`src/mm_pkg.sv`:
```
// shared constants, types and codes for the matrix multiplier
package mm_pkg;

    localparam int MAX_DIM   = 8;
    localparam int DIM_W     = (MAX_DIM > 1) ? $clog2(MAX_DIM) : 1;
    localparam int CNT_W     = $clog2(MAX_DIM + 1);
    localparam int ADDR_W    = 2 * DIM_W;
    localparam int RAM_DEPTH = 1 << ADDR_W;
    localparam int DATA_W    = 32;
    localparam int TDATA_W   = 40;
    localparam int STATUS_W  = 2;

    typedef enum logic [STATUS_W-1:0] {
        STATUS_OK       = 2'd0,
        STATUS_MISMATCH = 2'd1,
        STATUS_SHAPE    = 2'd2
    } status_t;

    typedef enum logic [2:0] {
        S_LOAD,
        S_DECIDE,
        S_MAC,
        S_DRAIN,
        S_EMIT
    } state_t;

    typedef struct packed {
        logic load_en;
        logic start_prod;
        logic mac_issue;
        logic load_result;
        logic next_elem;
        logic clear_run;
    } cmd_t;

    typedef struct packed {
        logic run_ok;
        logic k_last;
        logic pipe_busy;
        logic res_last;
    } sts_t;

endpackage

```
`src/mm_ctrl.sv`:
```
// controller state machine sequencing load, multiply-accumulate and result transactions
module mm_ctrl
    import mm_pkg::*;
(
    input  logic aclk,
    input  logic aresetn,
    input  logic s_valid,
    input  logic run_end,
    input  logic m_ready,
    input  sts_t sts,
    output cmd_t cmd,
    output logic s_ready,
    output logic m_valid
);

    state_t state_reg;
    state_t state_next;

    always_ff @(posedge aclk) begin
        if (!aresetn) begin
            state_reg <= S_LOAD;
        end else begin
            state_reg <= state_next;
        end
    end

    always_comb begin
        state_next = state_reg;
        unique case (state_reg)
            S_LOAD: begin
                if (s_valid && run_end) begin
                    state_next = S_DECIDE;
                end
            end
            S_DECIDE: begin
                state_next = sts.run_ok ? S_MAC : S_EMIT;
            end
            S_MAC: begin
                if (sts.k_last) begin
                    state_next = S_DRAIN;
                end
            end
            S_DRAIN: begin
                if (!sts.pipe_busy) begin
                    state_next = S_EMIT;
                end
            end
            S_EMIT: begin
                if (m_ready) begin
                    state_next = sts.res_last ? S_LOAD : S_MAC;
                end
            end
            default: state_next = S_LOAD;
        endcase
    end

    always_comb begin
        cmd     = '0;
        s_ready = 1'b0;
        m_valid = 1'b0;
        unique case (state_reg)
            S_LOAD: begin
                s_ready     = 1'b1;
                cmd.load_en = s_valid;
            end
            S_DECIDE: begin
                cmd.start_prod  = sts.run_ok;
                cmd.load_result = !sts.run_ok;
            end
            S_MAC: begin
                cmd.mac_issue = 1'b1;
            end
            S_DRAIN: begin
                cmd.load_result = !sts.pipe_busy;
            end
            S_EMIT: begin
                m_valid       = 1'b1;
                cmd.clear_run = m_ready && sts.res_last;
                cmd.next_elem = m_ready && !sts.res_last;
            end
            default: begin
                cmd = '0;
            end
        endcase
    end

endmodule

```
`config.mk`:
```
export PLATFORM = sky130hd
export DESIGN_NAME = mm_ctrl
export DESIGN_NICKNAME = d
export VERILOG_FILES = /design/src/mm_pkg.sv /design/src/mm_ctrl.sv
export SDC_FILE = /design/constraint.sdc
export NUM_CORES = 1
export LEC_CHECK = 0
export ABC_AREA = 1
export BUFFER_PORTS_ARGS = -buffer_cell sky130_fd_sc_hd__buf_2
export CAP_MARGIN = 15
export CORE_AREA = 2 2 39 41
export CTS_BUF_LIST = sky130_fd_sc_hd__clkbuf_4 sky130_fd_sc_hd__clkbuf_8
export DETAILED_ROUTE_END_ITERATION = 10
export DIE_AREA = 0 0 41 43
export GPL_TIMING_DRIVEN = 0
export SKIP_CTS_REPAIR_TIMING = 1
export SLEW_MARGIN = 5
export SYNTH_ARGS = -nofsm -noshare
export SYNTH_HDL_FRONTEND = slang
export SYNTH_SLANG_ARGS = --single-unit
export TNS_END_PERCENT = 5
```
`constraint.sdc`:
```
create_clock -name aclk -period 2.55 [get_ports aclk]
set_input_delay 0.765 -clock aclk [delete_from_list [all_inputs] [get_ports aclk]]
set_output_delay 0.765 -clock aclk [all_outputs]
set_load 0.03 [all_outputs]
```
==> impl_metrics.csv <==
group,metric,value,unit
layout,final_nets,73,
layout,diodes,0,
timing,rsz0062_at_grt,"no",
place,place_ws,449.9,ps
route,wirelength,626,um
timing,fin_tns_setup,0,ps
timing,tightest_slew,234.8,ps
route,drtIter0Drc,5,
pwr,power.density,698.1,nW/um^2
floorplanning,die_w,41,um
layout,drive_gt1_share,34.92,%
logic_synthesis,synth_nets,52,
logic_synthesis,yosysTopAreaCell,"dfxtp_1",
logic_synthesis,syn_area_per_cell,5.616,um^2
timing,finalSetupViolations,0,
layout,final_area,371.6,um^2
worst_setup_path,worstPathRequired,1790,ps
min_path,hold_class,"reg -> reg",
logic_synthesis,synth_seq_area_share,24.87,%
route,drcViolationCount,0,
logic_synthesis,synth_top_area_share,24.87,%
floorplanning,start_util,17.45,%
worst_setup_path,rr_worst_depth,6,
floorplanning,rows,14,
worst_setup_path,crit_start,"sts[3]",
clocking,cts_root_buf,"clkbuf_4",
global_routing,grt_max_degree,9,
route,via_per_inst,4.063,
clocking,clkTransAtPathRegs,30,ps
worst_setup_path,max_stage_delay,240,ps
pwr,p_leak,0.2420,nW
logic_synthesis,mappedNetlistArea,241.5,um^2
route,ant_nets,0,
min_path,hold_path_startpoint,"state_reg[0]$_SDFFE_PN0P_",
clocking,cts_made_buffers,3,
timing,slew_violations,0,
logic_synthesis,synth.distinct_cells,12,
logic_synthesis,synth_xor_area_share,0,%
flow_run,cap_viol_max_count,0,
timing,hold_viol,0,
logic_synthesis,synth_cells,43,
logic_synthesis,synthMuxAreaShare,0,%
outcome,status,"completed",
floorplanning,die-area,1763,um^2
route,first_pass_iters,4,
route,wl_per_cell,7.924,um
worst_setup_path,worstReg2RegEnd,"state_reg[1]$_SDFFE_PN0P_",
worst_setup_path,crit_type,"in -> out",
timing,post-route-min-period,2114,ps
logic_synthesis,synth_fa_ha_area_share,0,%
clocking,htree_levels,1,
layout,instances_no_fill,79,
timing,finalWorstSetupSlack,435.6,ps
place,gp_congestion,0.6631,
layout,area_growth,53.89,%
place,io_buffers,16,
place,place_inst,75,
timing,skew,3.159,ps
clocking,cts_buffer_depth,2,
logic_synthesis,synthArstFlopShare,0,%
place,dp_hpwl,526.5,um
timing,layout_worst_path_cycle_share,82.92,%
global_routing,grt_pass1_wl,924,um
timing,hold-worst-slack,592.7,ps
worst_setup_path,crit_chain,"buf_2, inv_1, nand4_1, o21ai_0, buf_2",
worst_setup_path,cp_common_cell,"buf_2",
worst_setup_path,cp.arrival,1350,ps
logic_synthesis,synth_warnings,0,
floorplanning,fp.dieH,43,um
worst_setup_path,reg2reg_slack,1370,ps
floorplanning,fp.coreArea,1384,um^2
global_routing,antenna_found_initial,0,
logic_synthesis,synth_edf_count,0,
clocking,clk_latency,230,ps
logic_synthesis,synth_top_cells_by_count,"inv_1, nand2_1, nand3_1, nor2_1",
place,dpl_cell_area,341.6,um^2
logic_synthesis,synth-simple-area-share,45.60,%
logic_synthesis,synth_compound_area_share,10.36,%
global_routing,grt_pass1_vias,253,
global_routing,grtUsageTotal,7.631,%
timing,slew_headroom,84.29,%
layout,largest_register_ff_count,3,
pwr,irDropWorstVdd,0.2009,mV
worst_setup_path,cp-endpoint,"cmd[2]",
logic_synthesis,synth_top_family_by_area,"simple AND/OR/NAND/NOR gates",
logic_synthesis,synth_flop_cell,"dfxtp_1",
worst_setup_path,startpoint_type,"primary input",
worst_setup_path,slowest_stage,"buf_2",
worst_setup_path,critPathCaptureType,"output pin",
logic_synthesis,yosysMostFrequentCell,"inv_1",
global_routing,globalRouteOverflowTotal,0,
logic_synthesis,synth_area_leaders,"dfxtp_1, inv_1, nand2_1, nand3_1, nand4_1",
route,route.vias.total,321,
worst_setup_path,rr_startpoint,"state_reg[1]$_SDFFE_PN0P_",
worst_setup_path,cp_max_fo,2,
clocking,cts.sinks,3,
floorplanning,io_pins,17,
timing,fmax,473.0,MHz
clocking,cts_tree,"done",
logic_synthesis,synth-seq-cells,3,
==> power by group <==
part           switching [W]  internal, W
logic              0.0000714    0.0000347
registers         0.00000761    0.0000535
clock network      0.0000231    0.0000691
total               0.000102     0.000157
==> logic make-up (layout without fill, tap and decap cells) <==
logic type             Yosys count  in the layout
buffers and inverters           12             32
AO/OA/AOI/OAI                    5              5
flip-flops                       3              3
AND/OR/NAND/NOR                 23             23
==> worst max-delay path, delay by kind of cell <==
family	cells	cell delay, ps
AND/OR/NAND/NOR	1	80
buffers and inverters	3	380
AO/OA/AOI/OAI	1	110
==> metal layers <==
| metal | vias up | routed length (um) | GRT usage, % |
|---|---|---|---|
| met1 | 132 | 284 | 10.29 |
| met5 | - | 0 | 0 |
| met2 | 10 | 281 | 9.375 |
| li1 | 179 | - | - |
| met3 | 0 | 60 | 2.618 |
| met4 | 0 | 0 | 6.000 |
==> stage by stage <==
| stage | power, W | utilization, % |
|---|---|---|
| floorplan | 0.0001391 | - |
| global placement | 0.0001682 | 24.68 |
| detailed placement | 0.0001690 | 24.68 |
| CTS | 0.0002664 | 26.85 |
| global route | 0.0002786 | 26.85 |
| finish | 0.0002594 | 26.85 |
==> cell usage in the layout (no fill, tap or decap) <==
master / count
buf_2: 16
inv_1: 11
nand2_1: 7
nand3_1: 5
nor2_1: 4
clkbuf_4: 4
nand4_1: 3
o21ai_0: 3
dfxtp_1: 3
nor3_1: 2
a21oi_1: 2
clkbuf_2: 1
and3_2: 1
nand3b_1: 1
==> layout make-up <==
class | instances | area, um^2
plain buffers | 1 | 5.005
inverters | 11 | 41.29
well taps | 16 | 20.02
repair buffers | 16 | 80.08
flip-flops and latches | 3 | 60.06
clock buffers | 4 | 30.03
multi-input cells | 28 | 135.1
fillers | 162 | 1012
==> worst min path at each step <==
| stage | slack, ps | cells after the start | end |
|---|---|---|---|
| after floorplan | 550 | 2 | state_reg[0]$_SDFFE_PN0P_ |
| after global placement | 590 | 2 | state_reg[0]$_SDFFE_PN0P_ |
| after detailed placement | 590 | 2 | state_reg[0]$_SDFFE_PN0P_ |
| after CTS | 600 | 2 | state_reg[0]$_SDFFE_PN0P_ |
| after global routing | 640 | 2 | state_reg[0]$_SDFFE_PN0P_ |
| final | 590 | 2 | state_reg[0]$_SDFFE_PN0P_ |
Power figures use the tool's default switching activity.
